==> config.mk <==
export PLATFORM = sky130hd
export DESIGN_NAME = typed_task_dispatcher_with_stack
export DESIGN_NICKNAME = d
export VERILOG_FILES = /design/src/rtl/ttd_pkg.sv /design/src/rtl/typed_task_dispatcher_with_stack.sv /design/src/rtl/ttd_ctrl.sv /design/src/rtl/ttd_dpath.sv
export SDC_FILE = /design/constraint.sdc
export NUM_CORES = 1
export LEC_CHECK = 0
export BUFFER_PORTS_ARGS = -buffer_cell sky130_fd_sc_hd__buf_4
export CORE_MARGIN = 2
export CORE_UTILIZATION = 61
export DETAILED_ROUTE_END_ITERATION = 16
export PLACE_DENSITY = 0.8
export REMOVE_ABC_BUFFERS = 1
export SYNTH_ARGS = -nofsm -noshare
export SYNTH_HDL_FRONTEND = slang
export SYNTH_SLANG_ARGS = --single-unit
==> constraint.sdc <==
create_clock -name clk_i -period 4 [get_ports clk_i]
set_clock_uncertainty 0.15 [all_clocks]
set_input_delay 0.8 -clock clk_i [delete_from_list [all_inputs] [get_ports clk_i]]
set_output_delay 0.8 -clock clk_i [all_outputs]
set_load 0.05 [all_outputs]
==> src/rtl/ttd_pkg.sv <==
`default_nettype none
// ----------------------------------------------------------------------------
// ttd_pkg: shared types for the typed task dispatcher
// Request/result payloads, status codes and controller/datapath links.
// ----------------------------------------------------------------------------
package ttd_pkg;

  localparam int NUM_UNITS         = 3;
  localparam int STACK_DEPTH_DEF   = 8;
  localparam int DURATION_BITS_DEF = 8;

  localparam logic KIND_ARRIVE = 1'b0;
  localparam logic KIND_TICK   = 1'b1;

  typedef enum logic [1:0] {
    ST_DISPATCH = 2'd0,
    ST_STACKED  = 2'd1,
    ST_DROPPED  = 2'd2,
    ST_TICK     = 2'd3
  } ttd_status_e;

  typedef struct packed {
    logic       kind;
    logic [1:0] task_type;
    logic [7:0] duration;
  } ttd_req_t;

  typedef struct packed {
    ttd_status_e          status;
    logic [NUM_UNITS-1:0] busy_mask;
    logic [NUM_UNITS-1:0] finished_mask;
    logic [3:0]           stack_count;
    logic                 all_idle;
  } ttd_res_t;

  // controller -> datapath
  typedef struct packed {
    logic load;    // capture request
    logic arrive;  // apply arrival
    logic pop;     // move stack top into its unit
    logic count;   // count down units, close the tick
  } ttd_cmd_t;

  // datapath -> controller
  typedef struct packed {
    logic in_tick;  // request on the input port is a tick
    logic can_pop;  // stack top valid and its unit free
  } ttd_sts_t;

endpackage
`default_nettype wire

==> src/rtl/typed_task_dispatcher_with_stack.sv <==
`default_nettype none
// ----------------------------------------------------------------------------
// typed_task_dispatcher_with_stack: three-unit task dispatcher, LIFO overflow
// Routes each task to the unit of its type, stacks or drops it when that unit
// is busy; each tick pops stack tops into free units, then counts units down.
// ----------------------------------------------------------------------------
//  port     dir  payload    handshake
//  start    in   req_i      accepted when start && !busy
//  busy     out  -          high while a request is in work
//  done_o   out  res_o      one-cycle strobe, receiver cannot stall
//
// Arrival: busy while in S_ARRIVE, result strobe the cycle after.
// Tick: busy through the pop loop and the countdown, with at most 3 stack pops
//   (one per unit), each pop waiting in S_POP_RD on the registered stack-top read.
// Reset (async, active low) frees all units and empties the stack.
// A new request may be accepted during the result strobe cycle.
// ----------------------------------------------------------------------------
module typed_task_dispatcher_with_stack #(
  parameter int STACK_DEPTH   = ttd_pkg::STACK_DEPTH_DEF,
  parameter int DURATION_BITS = ttd_pkg::DURATION_BITS_DEF
) (
  input  wire logic              clk_i,
  input  wire logic              rst_ni,
  input  wire logic              start,
  input  wire ttd_pkg::ttd_req_t req_i,
  output logic                   busy,
  output logic                   done_o,
  output ttd_pkg::ttd_res_t      res_o
);

  ttd_pkg::ttd_cmd_t cmd;
  ttd_pkg::ttd_sts_t sts;

  // sequencer: decides arrival vs. pop loop, issues datapath commands
  ttd_ctrl u_ctrl (
    .clk_i  (clk_i),
    .rst_ni (rst_ni),
    .start  (start),
    .sts_i  (sts),
    .cmd_o  (cmd),
    .busy_o (busy),
    .done_o (done_o)
  );

  // unit state, overflow stack and result register
  ttd_dpath #(
    .STACK_DEPTH   (STACK_DEPTH),
    .DURATION_BITS (DURATION_BITS)
  ) u_dpath (
    .clk_i  (clk_i),
    .rst_ni (rst_ni),
    .req_i  (req_i),
    .cmd_i  (cmd),
    .sts_o  (sts),
    .res_o  (res_o)
  );

  // accepted request always puts the block into work
  a_accept_busy: assert property (@(posedge clk_i) disable iff (!rst_ni)
    (start && !busy) |=> busy)
    else $error("accepted request did not raise busy");

  // result strobe only once the sequencer is back at rest
  a_done_idle: assert property (@(posedge clk_i) disable iff (!rst_ni)
    done_o |-> !busy)
    else $error("result strobe while still busy");

  // a unit that finished on a tick cannot be reported busy
  a_fin_not_busy: assert property (@(posedge clk_i) disable iff (!rst_ni)
    done_o |-> ((res_o.finished_mask & res_o.busy_mask) == '0))
    else $error("finished unit still flagged busy");

  // arrivals never finish units
  a_arrive_no_fin: assert property (@(posedge clk_i) disable iff (!rst_ni)
    (done_o && (res_o.status != ttd_pkg::ST_TICK)) |-> (res_o.finished_mask == '0))
    else $error("arrival result reports finished units");

  // all_idle implies nothing busy and nothing stacked
  a_all_idle: assert property (@(posedge clk_i) disable iff (!rst_ni)
    (done_o && res_o.all_idle) |-> (res_o.busy_mask == '0 && res_o.stack_count == '0))
    else $error("all_idle inconsistent with busy mask or stack count");

endmodule
`default_nettype wire

==> src/rtl/ttd_ctrl.sv <==
`default_nettype none
// ----------------------------------------------------------------------------
// ttd_ctrl: dispatcher sequencer
// Walks a request through arrival, or through the pop loop and countdown.
// ----------------------------------------------------------------------------
module ttd_ctrl (
  input  wire logic              clk_i,
  input  wire logic              rst_ni,
  input  wire logic              start,
  input  wire ttd_pkg::ttd_sts_t sts_i,
  output ttd_pkg::ttd_cmd_t      cmd_o,
  output logic                   busy_o,
  output logic                   done_o
);

  typedef enum logic [1:0] {
    S_IDLE,
    S_ARRIVE,
    S_POP_CHK,
    S_POP_RD
  } state_e;

  state_e state_q;
  logic   done_q;

  always_ff @(posedge clk_i or negedge rst_ni) begin
    if (!rst_ni) begin
      state_q <= S_IDLE;
      done_q  <= 1'b0;
    end else begin
      done_q <= 1'b0;
      unique case (state_q)
        S_IDLE: begin
          if (start) begin
            state_q <= sts_i.in_tick ? S_POP_CHK : S_ARRIVE;
          end
        end
        S_ARRIVE: begin
          state_q <= S_IDLE;
          done_q  <= 1'b1;
        end
        S_POP_CHK: begin
          if (sts_i.can_pop) begin
            state_q <= S_POP_RD;
          end else begin
            state_q <= S_IDLE;
            done_q  <= 1'b1;
          end
        end
        S_POP_RD: begin
          state_q <= S_POP_CHK;
        end
        default: state_q <= S_IDLE;
      endcase
    end
  end

  always_comb begin
    cmd_o        = '0;
    cmd_o.load   = (state_q == S_IDLE) && start;
    cmd_o.arrive = (state_q == S_ARRIVE);
    cmd_o.pop    = (state_q == S_POP_CHK) && sts_i.can_pop;
    cmd_o.count  = (state_q == S_POP_CHK) && !sts_i.can_pop;
  end

  assign busy_o = (state_q != S_IDLE);
  assign done_o = done_q;

endmodule
`default_nettype wire

==> src/rtl/ttd_dpath.sv <==
`default_nettype none
// ----------------------------------------------------------------------------
// ttd_dpath: dispatcher datapath
// Unit busy flags and countdowns, LIFO overflow stack, result register.
// ----------------------------------------------------------------------------
module ttd_dpath #(
  parameter int STACK_DEPTH   = ttd_pkg::STACK_DEPTH_DEF,
  parameter int DURATION_BITS = ttd_pkg::DURATION_BITS_DEF
) (
  input  wire logic              clk_i,
  input  wire logic              rst_ni,
  input  wire ttd_pkg::ttd_req_t req_i,
  input  wire ttd_pkg::ttd_cmd_t cmd_i,
  output ttd_pkg::ttd_sts_t      sts_o,
  output ttd_pkg::ttd_res_t      res_o
);

  localparam int NU      = ttd_pkg::NUM_UNITS;
  localparam int CntW    = $clog2(STACK_DEPTH + 1);
  localparam int AddrW   = (STACK_DEPTH > 1) ? $clog2(STACK_DEPTH) : 1;
  localparam int DurExtW = (DURATION_BITS > 8) ? DURATION_BITS : 8;

  ttd_pkg::ttd_req_t      req_q;
  logic [NU-1:0]          busy_q, busy_d;
  logic [DURATION_BITS-1:0] rem_q [NU];
  logic [DURATION_BITS-1:0] rem_d [NU];
  logic [CntW-1:0]        cnt_q, cnt_d;

  // overflow stack storage
  logic [1:0]               stk_type_mem [STACK_DEPTH];
  logic [DURATION_BITS-1:0] stk_dur_mem  [STACK_DEPTH];
  logic [1:0]               top_type_q;
  logic [DURATION_BITS-1:0] top_dur_q;
  logic [AddrW-1:0]         rd_addr, wr_addr;
  logic                     push;

  logic [DurExtW-1:0]       dur_ext;
  logic [DURATION_BITS-1:0] dur_trim;
  logic                     type_ok, unit_free, stk_full, top_free;
  logic [NU-1:0]            fin_d;
  ttd_pkg::ttd_status_e     status_d;
  ttd_pkg::ttd_res_t        res_q;

  assign dur_ext  = DurExtW'(req_q.duration);
  assign dur_trim = dur_ext[DURATION_BITS-1:0];
  assign type_ok  = (req_q.task_type < 2'(NU));
  assign stk_full = (cnt_q == CntW'(STACK_DEPTH));
  assign rd_addr  = (cnt_q == '0) ? '0 : AddrW'(cnt_q - 1'b1);
  assign wr_addr  = AddrW'(cnt_q);

  always_comb begin
    unit_free = 1'b0;
    top_free  = 1'b0;
    for (int i = 0; i < NU; i++) begin
      if (req_q.task_type == 2'(i)) unit_free = !busy_q[i];
      if (top_type_q == 2'(i))      top_free  = !busy_q[i];
    end
  end

  assign sts_o.in_tick = (req_i.kind == ttd_pkg::KIND_TICK);
  assign sts_o.can_pop = (cnt_q != '0) && top_free;

  always_comb begin
    busy_d   = busy_q;
    rem_d    = rem_q;
    cnt_d    = cnt_q;
    fin_d    = '0;
    push     = 1'b0;
    status_d = ttd_pkg::ST_TICK;
    if (cmd_i.arrive) begin
      priority if (!type_ok) begin
        status_d = ttd_pkg::ST_DROPPED;
      end else if (unit_free) begin
        status_d = ttd_pkg::ST_DISPATCH;
        for (int i = 0; i < NU; i++) begin
          if (req_q.task_type == 2'(i)) begin
            busy_d[i] = 1'b1;
            rem_d[i]  = dur_trim;
          end
        end
      end else if (!stk_full) begin
        status_d = ttd_pkg::ST_STACKED;
        push     = 1'b1;
        cnt_d    = cnt_q + 1'b1;
      end else begin
        status_d = ttd_pkg::ST_DROPPED;
      end
    end else if (cmd_i.pop) begin
      for (int i = 0; i < NU; i++) begin
        if (top_type_q == 2'(i)) begin
          busy_d[i] = 1'b1;
          rem_d[i]  = top_dur_q;
        end
      end
      cnt_d = cnt_q - 1'b1;
    end else if (cmd_i.count) begin
      for (int i = 0; i < NU; i++) begin
        if (busy_q[i]) begin
          if (rem_q[i] <= DURATION_BITS'(1)) begin
            rem_d[i]  = '0;
            busy_d[i] = 1'b0;
            fin_d[i]  = 1'b1;
          end else begin
            rem_d[i] = rem_q[i] - 1'b1;
          end
        end
      end
    end
  end

  always_ff @(posedge clk_i or negedge rst_ni) begin
    if (!rst_ni) begin
      busy_q <= '0;
      cnt_q  <= '0;
      for (int i = 0; i < NU; i++) rem_q[i] <= '0;
    end else begin
      busy_q <= busy_d;
      cnt_q  <= cnt_d;
      rem_q  <= rem_d;
    end
  end

  // stack memory: one write port, registered read of the top entry
  always_ff @(posedge clk_i) begin
    if (push) begin
      stk_type_mem[wr_addr] <= req_q.task_type;
      stk_dur_mem[wr_addr]  <= dur_trim;
    end
    top_type_q <= stk_type_mem[rd_addr];
    top_dur_q  <= stk_dur_mem[rd_addr];
  end

  always_ff @(posedge clk_i) begin
    if (cmd_i.load) begin
      req_q <= req_i;
    end
    if (cmd_i.arrive || cmd_i.count) begin
      res_q.status        <= status_d;
      res_q.busy_mask     <= busy_d;
      res_q.finished_mask <= fin_d;
      res_q.stack_count   <= 4'(cnt_d);
      res_q.all_idle      <= (busy_d == '0) && (cnt_d == '0);
    end
  end

  assign res_o = res_q;

endmodule
`default_nettype wire
# [Word level (Yosys, flattened, before mapping)]
# Memory sizes are Yosys's and may differ from the RTL's. A register that Yosys moved wholly into a read port is not among the register bits.
# Cells that the tools add are included.
[op_classes] addsub=5 bitwise=4 order_cmp=4 eq_ne=17 n_reduce_logical=29 mux=64
[op_table] cell="24-bit 2-to-1 mux" count=5
[op_table] cell="8-bit 2-to-1 mux" count=12
[op_table] cell="1-bit 2-to-1 mux" count=29
[op_table] cell="8-bit by 1-bit less-or-equal comparator with 1-bit output, second input constant" count=3
[op_table] cell="8-bit by 1-bit subtractor with 8-bit output, second input constant" count=3
[op_table] cell="4-bit 2-to-1 mux" count=5
[op_table] cell="3-bit 2-to-1 mux" count=6
[op_table] cell="6-bit AND reduction" count=3
[op_table] cell="2-bit inequality test, second input constant" count=6
[op_table] cell="3-bit nonzero test" count=4
[op_table] cell="4-bit OR reduction" count=3
[op_table] cell="2-bit 2-to-1 mux" count=5
[op_table] cell="3-bit by 1-bit inequality test with 1-bit output, second input constant" count=3
[op_table] cell="2-bit == test, second input constant" count=4
[op_table] cell="4-bit logical NOT" count=2
[op_table] cell="2-bit one-hot mux with 4 select lines" count=1
[op_table] cell="2-bit by 1-bit == test with 1-bit output, second input constant" count=3
[op_table] cell="2-bit logical NOT" count=3
[op_table] cell="1-bit logical AND" count=5
[op_table] cell="4-bit by 1-bit adder with 4-bit output, second input constant" count=1
[op_table] cell="4-bit == test, second input constant" count=1
[op_table] cell="1-bit logical NOT" count=4
[op_table] cell="1-bit NOT" count=4
[op_table] cell="4-bit nonzero test" count=1
[op_table] cell="7 further kinds" count=7
[totals] elab_cells=142 mem_count=2 in_bits=14 out_inout_bits=15 ff_bits=57 ramBits=80
[memory_table] memory="u_dpath.stk_dur_mem" depth=8 word_bits=8 rd=1 rd_ports_with_merged_regs=1 wr=1 line_no="ttd_dpath.sv:31" rtl="logic [DURATION_BITS-1:0] stk_dur_mem [STACK_DEPTH];"
[memory_table] memory="u_dpath.stk_type_mem" depth=8 word_bits=2 rd=1 rd_ports_with_merged_regs=1 wr=1 line_no="ttd_dpath.sv:30" rtl="logic [1:0] stk_type_mem [STACK_DEPTH];"

# [Logic depth before layout (Yosys ltp)]
# Gate-level depths: netlist of the first run.
[depth] depth_word=12 mapped_depth=12 mapped_depth_nobuf=8

# [Hierarchy]
# A second synthesis of the first run with hierarchy kept.
[unflattened] cells_unflattened=520 hier_area_um2=6711.4
[modules_own_cells] mod="ttd_dpath" cells_each=497 n_inst=1 area_each_um2=6473.7
[modules_own_cells] mod="ttd_ctrl" cells_each=23 n_inst=1 area_each_um2=237.7

# [Worst setup path before layout of the first run]
# Ideal clock, no wire load.
[synth_path] kind="register to register" from="register u_dpath.cnt_q[0]" to="register u_dpath.top_dur_q[0], read port of u_dpath.stk_dur_mem" path_stages_with_launch=10 setup_slack_ns=1.163 t_arrival_ns=2.573 cell_sequence="dfrtp_1 inv_2 buf_1 ha_1 or3b_1 buf_6 nand2_1 buf_4 mux4_2 o21a_1"
[synth_between] elab_chain_cells=2 word_cells_on_any_way=3 classes_between="add/sub (1); mux (1); reduce/logical (1)"
[synth_lines] item="from (decl)" line_no="ttd_dpath.sv:27" rtl="logic [CntW-1:0] cnt_q, cnt_d;"
[synth_lines] item="from (signal assigned)" line_no="ttd_dpath.sv:118" rtl="cnt_q <= cnt_d;"
[synth_lines] item="4-bit by 1-bit subtractor with 4-bit output or 4-bit logical NOT (tied branches)" line_no="ttd_dpath.sv:48" rtl="assign rd_addr = (cnt_q == '0) ? '0 : AddrW'(cnt_q - 1'b1);"
[synth_lines] item="3-bit 2-to-1 mux *" line_no="ttd_dpath.sv:48"
[synth_lines] item="to (decl)" line_no="ttd_dpath.sv:33" rtl="logic [DURATION_BITS-1:0] top_dur_q;"
# Mark *: on every way between the ends. The rest lies on a longest branch, timed or not.
# A chain may end at the register's enable or synchronous reset.

# [Worst setup path in the final report of the first run]
[layout_path] from="register u_dpath.cnt_q[0]" to="register u_dpath.rem_q[1] (netlist bit)"
[layout_between] elab_chain_cells=6 word_cells_on_any_way=11 classes_between="eq/ne (1); mux (2); reduce/logical (8)"
[layout_lines] item="4-bit nonzero test *" line_no="ttd_dpath.sv:61" rtl="assign sts_o.can_pop = (cnt_q != '0) && top_free;"
[layout_lines] item="1-bit logical AND *" line_no="ttd_dpath.sv:61"
[layout_lines] item="1-bit logical NOT" line_no="ttd_ctrl.sv:63" rtl="cmd_o.count = (state_q == S_POP_CHK) && !sts_i.can_pop;"
[layout_lines] item="1-bit logical AND" line_no="ttd_ctrl.sv:63"
[layout_lines] item="3-bit nonzero test (no line)"
[layout_lines] item="6-bit AND reduction (no line)"
[layout_lines] item="to (signal assigned)" line_no="ttd_dpath.sv:119" rtl="rem_q <= rem_d;"
[layout_lines] item="to (decl)" line_no="ttd_dpath.sv:25" rtl="logic [DURATION_BITS-1:0] rem_q [NU];"
# Marks and branches as above.

==> results of run 1 <==
per-stage QoR:
step	util (%)	std cells
global placement	66.41	650
detailed placement	66.41	650
global route	72.44	682
floorplan	-	474
finish	72.44	682
CTS	72.44	682
power breakdown:
group / switching, µW / total, µW / internal, µW / leakage [µW]
clock network: 632 / 1670 / 1040 / 0.000306
registers: 304 / 2350 / 2040 / 0.00142
logic: 1670 / 2610 / 939 / 0.000990
per-layer routing:
layer  vias to the layer above  wire, µm  track usage (%)
li1                       2009         -                -
met1                      2270      5872            34.39
met2                       212      7740            46.56
met3                        38       935            5.872
met4                         0       297            10.90
met5                         -         0                0
logic make-up after synthesis:
family          Yosys count
mux                      18
simple gates            122
buf+inv                  44
flops                   147
compound gates          150
fa+ha+maj                14
xor+xnor                  1
synth_stat cells (all sizes together) (4+ instances only):
cell    count  share of area, %
edfxtp    103                47
o21ai      47               3.7
dfrtp      34                13
nor2       24               1.5
nand2      23               1.3
inv        22               1.3
nor3       21               1.9
a21oi      18               1.6
o221ai     15               2.0
ha         14               2.7
nand3      13               1.1
o211ai     13               1.5
a31oi      12               1.2
buf        12               1.1
o22ai      11               1.1
clkbuf     10              0.58
dfxtp      10               3.1
mux4       10               3.5
o21a       10               1.2
and2        7              0.67
mux2        6               1.0
nand2b      5              0.48
nor2b       5              0.48
a22oi       4              0.46
a41oi       4              0.54
and3        4              0.46
or4         4              0.52
area by class of cell:
| cell class | instances | area share (%) |
|---|---|---|
| Multi-Input combinational cell | 305 | 29.15 |
| Clock inverter | 13 | 2.582 |
| Inverter | 22 | 1.099 |
| Tap cell | 136 | 2.265 |
| Timing Repair Buffer | 40 | 3.997 |
| Clock buffer | 19 | 5.746 |
| Sequential cell | 147 | 55.16 |
worst paths after layout:
path	from	end	slack, ns	depth (start not counted)
max in group asynchronous	rst_ni	u_dpath.rem_q[9]	3.29	1
worst max register to register	u_dpath.cnt_q[0]	u_dpath.rem_q[1]	0.80	7
worst min-delay path	rst_ni	u_ctrl.done_o	0.08	1
worst max-delay path	u_dpath.cnt_q[0]	u_dpath.rem_q[1]	0.80	7
worst min register to register	u_dpath.rem_q[12]	u_dpath.rem_q[12]	0.37	2
min in group clk_i	req_i[1]	u_dpath.dur_ext[1]	0.30	1
sequential cells by signal, indices dropped and copies added (netlist names):
name                  count
u_dpath.dur_ext           8
u_dpath.cnt_q             4
u_ctrl.done_o             1
u_dpath.stk_type_mem     16
u_dpath.rem_q            24
u_ctrl.state_q            2
u_dpath.top_dur_q         8
u_dpath.res_o            13
u_dpath.busy_q            3
u_dpath.top_type_q        2
u_dpath.req_q             2
u_dpath.stk_dur_mem      64
cell usage in the layout (no fill, tap or decap), types with 12 or more instances in the layout:
cell type,n
o21ai_0,31
o21ai_1,14
ha_1,14
a31oi_1,12
inv_1,21
a21oi_1,17
buf_4,40
nor2_1,22
o221ai_1,15
o211ai_1,13
nor3_1,19
nand2_1,23
nand3_1,12
dfrtp_1,34
clkbuf_16,16
edfxtp_1,103
critical path, delay by kind of cell (launching register included):
kind	cells	cell delay [ns]
and+or+nand+nor	2	0.59
AOI/OAI and AO/OA	2	0.78
buffers and inverters	1	0.39
DFF	1	0.43
muxes	1	0.40
adders and majority gates	1	0.34
==> metrics.md, run 1 <==
| Metric | Value |
|---|---|
| Min-Delay Path Class | in2async |
| Inserted Clock Buffers | 17 |
| FFs w/ async S/R, synth | a little under a quarter |
| Peak VDD IR | 0.4937 mV |
| Outcome | finished, final reports clean |
| Worst Max-Slew Pin Slew | 0.9640 ns |
| Main flop type after synthesis | edfxtp_1 |
| Post-Synth XOR/XNOR Area | less than 1% |
| Final Hold Fails | 0 |
| Worst-path cell chain | inv_2, ha_1, or3b_1, a41oi_1, nor2_1, o21ai_2, mux2_2 |
| Hold-fix buffers, CTS | 0 |
| Critical path type | reg2reg |
| CP max stage cell | or3b_1 |
| Synthesized flop and latch total | between 100 and 150 |
| DRT iter0 DRCs | approximately 340 |
| Static Leak | 0.002713 µW |
| First-pass GRT wire length | roughly 23000 µm |
| Number of global-route vias before repair | approximately 4600 |
| Gpl congestion | just over 0.9 |
| Synth Area in Compound Gates | around 15% |
| Post-cts resize count | 0 |
| Initial core utilization | 62.90% |
| Die Span Y | ~110 µm |
| Synth unique cells | 66 |
| EDFF count, synth | between 100 and 150 |
| WL per Instance | roughly 22 µm |
| Syn Area/Cell | about 13 µm² |
| Pin count of the biggest net entering global routing | 35 |
| Die area | between 10000 and 15000 µm² |
| Post-synthesis mux area share | 4.796% |
| Normalized max-slew margin | between 30% and 40% |
| Std-Cell Rows | 37 |
| F_max | approximately 310 MHz |
| Min Tclk post-route | between 3 and 4 ns |
| Multi-input gate area | approximately 2200 µm² |
| Instance area after placement | 6887 µm² |
| Clk_lat worst skew | around 0.53 ns |
| IO Count | 29 |
| Routed wire length | about 15000 µm |
| Crit Path Max Fanout | 27 |
| Simple-Gate Fraction of Synth Area | approximately a tenth |
| Die Wd | 107.4 µm |
| Total design power | between 6000 and 7000 µW |
| DR pass1 iterations | 5 |
| CTS H-tree lvls | 4 |
| Area of the core | approximately 10000 µm² |
| Ratio of cells with drive above 1 in the final layout | 18.86% |
| Post-route cell area | 7512 µm² |
| PwrDens | around 880 nW/µm² |
| Worst Path Required | approximately 4.3 ns |
| CTS Buffer Depth | 2 |
| Place WS | 0.8373 ns |
| Max Slew Vio Count | 0 |
| Fillers | 680 |
| Nets@finish | 561 |
| Syn-to-layout area delta | 15.17% |
| Setup TNS | 0 ns |
| Endpoints failing setup | 0 |
| Fin Hold WS | ~0.082 ns |
| Vias per inst | around 6.6 |
| Mapped Area | approximately 6500 µm² |
| Warnings from Yosys | 0 |
| Buffers added on ports | 28 |
| Max_cap viols | 0 |
| Startpoint types | flip-flop |
| Post-route ant nets | 0 |
| GRT Total Usage | approximately 27% |
| Root buffer cell | clkbuf_8 |
| Clk sink count | ~150 |
| Vias | 4529 |
| Max stage delay on crit path | around 0.51 ns |
| Gate Count Post-Synth | 496 |
| Synth Area in Adders | 2.686% |
| CTS tree | built |
| Grt ovf | 0 |
| DR DRC count | 0 |
| CP arrival | 3.46 ns |
| Sequential cell area | between 4000 and 5000 µm² |
| Clock Pin Slew Worst Setup and Hold Paths | roughly 0.060 ns |
| Initial antenna violation count | 0 |
| Setup WS post-layout | 0.7962 ns |
| Final Cycle Share | between 80% and 90% |
| Largest family of logic cells by synthesized area | compound AO/OA/AOI/OAI gates |
| Critical Path End Type | flip-flop |
| RSZ-0062 raised after global routing | no |
| Dpl hpwl | around 9300 µm |
| Antenna cells | 0 |
| Postcts setup bufs | 0 |
| Register area share after synthesis | between 60 and 70% |
(Power assumes the default switching activity.)
==> run 2, diff against run 1 <==
- clock period: 4 -> 3.05 ns (I/O delays scaled with it)
==> run 2 against run 1 <==
  * Die area stayed put
  * Sequential cell count stayed put
  * Utilization is 0.30 points higher
  * Largest cell class unchanged
  * Critical endpoint is now u_dpath.res_o[0]
  * Critical path type unchanged
==> metrics.md, run 2 (synthesized netlist as in run 1, its figures left out) <==
| Metric | Value |
|---|---|
| Die Wd | between 100 and 150 µm |
| Std-Cell Rows | 37 |
| Grt ovf | 0 |
| WL per Instance | around 21 µm |
| Pin count of the biggest net entering global routing | 35 |
| Critical Path Sink | u_dpath.res_o[0] |
| Min-Delay Path Class | in2reg |
| Max_cap viols | 0 |
| Initial antenna violation count | 0 |
| Most common cell after layout, fill and taps aside | edfxtp_1 |
| Fillers | 689 |
| Startpoint types | flip-flop |
| Dpl hpwl | approximately 9000 µm |
| First-pass GRT wire length | around 23000 µm |
| Register with the most flip-flops | u_dpath.stk_dur_mem |
| Hold path depth | 1 |
| Clk_lat worst skew | approximately 0.53 ns |
| CTS tree | built |
| Die area | approximately 12000 µm² |
| Critical Path End Type | flip-flop |
| Crit Path Max Fanout | 9 |
| Inserted Clock Buffers | 17 |
| Ratio of cells with drive above 1 in the final layout | between 20% and 30% |
| Most frequent cells in the layout | edfxtp_1 (103), buf_4 (49), dfrtp_1 (34) |
| DRT iter0 DRCs | roughly 350 |
| Clock Pin Slew Worst Setup and Hold Paths | ~0.06 ns |
| Clk sink count | between 100 and 150 |
| Crit path from | u_dpath.cnt_q[1] |
| Buffers added on ports | 28 |
| Fin Hold WS | slightly above 0.1 ns |
| Peak VDD IR | between 0.9 and 1 mV |
| Fin util | between 70% and 80% |
| Initial core utilization | a little over three fifths |
| Endpoints failing setup | 0 |
| Reg2Reg Setup Slack | 0.1 ns |
| Top Registers | u_dpath.stk_dur_mem x64, u_dpath.rem_q x24, u_dpath.stk_type_mem x16 |
| Static Leak | 0.002740 µW |
| Critical path type | reg2reg |
| CTS Buffer Depth | 2 |
| Syn-to-layout area delta | 15.65% |
| Worst reg2reg startpoint | u_dpath.cnt_q[1] |
| Final Hold Fails | 0 |
| Worst reg2reg endpoint | u_dpath.res_o[0] |
| Post-route ant nets | 0 |
| DR DRC count | 0 |
| Reg2reg path depth | 8 |
| Outcome | finished, final reports clean |
| Sequential cell area | around 4100 µm² |
| Antenna cells | 0 |
| Root buffer cell | clkbuf_8 |
| Max Slew Vio Count | 0 |
| Vias per inst | between 6 and 7 |
| Final Cycle Share | a little over nine tenths |
| Gpl congestion | approximately 0.92 |
| Die Span Y | ~110 µm |
| Worst Path Required | approximately 3.2 ns |
| IO Count | 29 |
| Max reg flops | between 60 and 70 |
| Post-route cell area | between 7000 and 8000 µm² |
| Min Tclk post-route | approximately 3.0 ns |
| CP arrival | roughly 3 ns |
| Normalized max-slew margin | between 50% and 60% |
| Vias | around 4500 |
| Number of global-route vias before repair | around 4400 |
| Multi-input gate area | 2196 µm² |
| DR pass1 iterations | 5 |
| PwrDens | between 1000 and 1500 nW/µm² |
| Nets@finish | 572 |
| Area of the core | a little over 10000 µm² |
| CTS H-tree lvls | 4 |
| Instance area after placement | around 7000 µm² |
| Worst Max-Slew Pin Slew | between 0.7 and 0.8 ns |
| F_max | about 340 MHz |
| GRT Total Usage | 26.51% |
| Routed wire length | between 10000 and 15000 µm |
[run 2: worst max-delay path, stage by stage (launching register included)]
cell and delay, ns:
dfrtp_1 0.52, inv_1 0.12, ha_1 0.27, or3b_1 0.36, nand4_1 0.33, or4_1 0.50
o211ai_1 0.17, a21oi_1 0.08, and4bb_1 0.21
[run 2: worst min-delay path by stage]
| stage | endpoint | startpoint |
|---|---|---|
| floorplan | u_ctrl.done_o | rst_ni |
| global placement | u_dpath.rem_q[12] | u_dpath.rem_q[12] |
| detailed placement | u_dpath.rem_q[12] | u_dpath.rem_q[12] |
| CTS | u_dpath.dur_ext[1] | req_i[1] |
| global route | u_dpath.dur_ext[7] | req_i[7] |
| finish | u_dpath.dur_ext[0] | req_i[0] |
[run 2: timing repair]
action	in CTS	in global routing
endpoints found under the hold margin	34	0
endpoints found under the setup margin	0	3
hold buffers	1	0
setup buffers	0	2
gates resized for setup	0	2
[run 2: metrics by stage]
| stage | setup slack [ns] | total power, µW | setup TNS, ns | std cells |
|---|---|---|---|---|
| after floorplan | -0.4019 | 5466 | -7.394 | 474 |
| after global placement | 0.2743 | 6369 | 0 | 658 |
| after detailed placement | 0.1606 | 6509 | 0 | 658 |
| after CTS | 0.09947 | 8483 | 0 | 691 |
| after global routing | -0.03690 | 9011 | -0.1111 | 693 |
| final | 0.09902 | 8535 | 0 | 693 |
[run 2: cell type report]
class / instances / area share [%]
clock buffers: 18 / 5.673
clock inverters: 14 / 1.659
repair buffers: 51 / 5.275
inverters: 22 / 1.095
flip-flops and latches: 147 / 54.93
well taps: 136 / 2.256
multi-input cells: 305 / 29.11
[run 2: routing by layer]
| layer | wire length, µm | track usage [%] |
|---|---|---|
| met3 | 982 | 7.082 |
| met1 | 5957 | 34.49 |
| met5 | 0 | 0 |
| met2 | 7321 | 43.26 |
| met4 | 320 | 9.524 |
[run 2: power breakdown]
group / leakage (µW) / total [µW] / internal, µW / switching [µW]
sequential: 0.00142 / 3060 / 2680 / 386
clock: 0.000272 / 1930 / 1110 / 820
combinational: 0.00105 / 3540 / 1330 / 2210
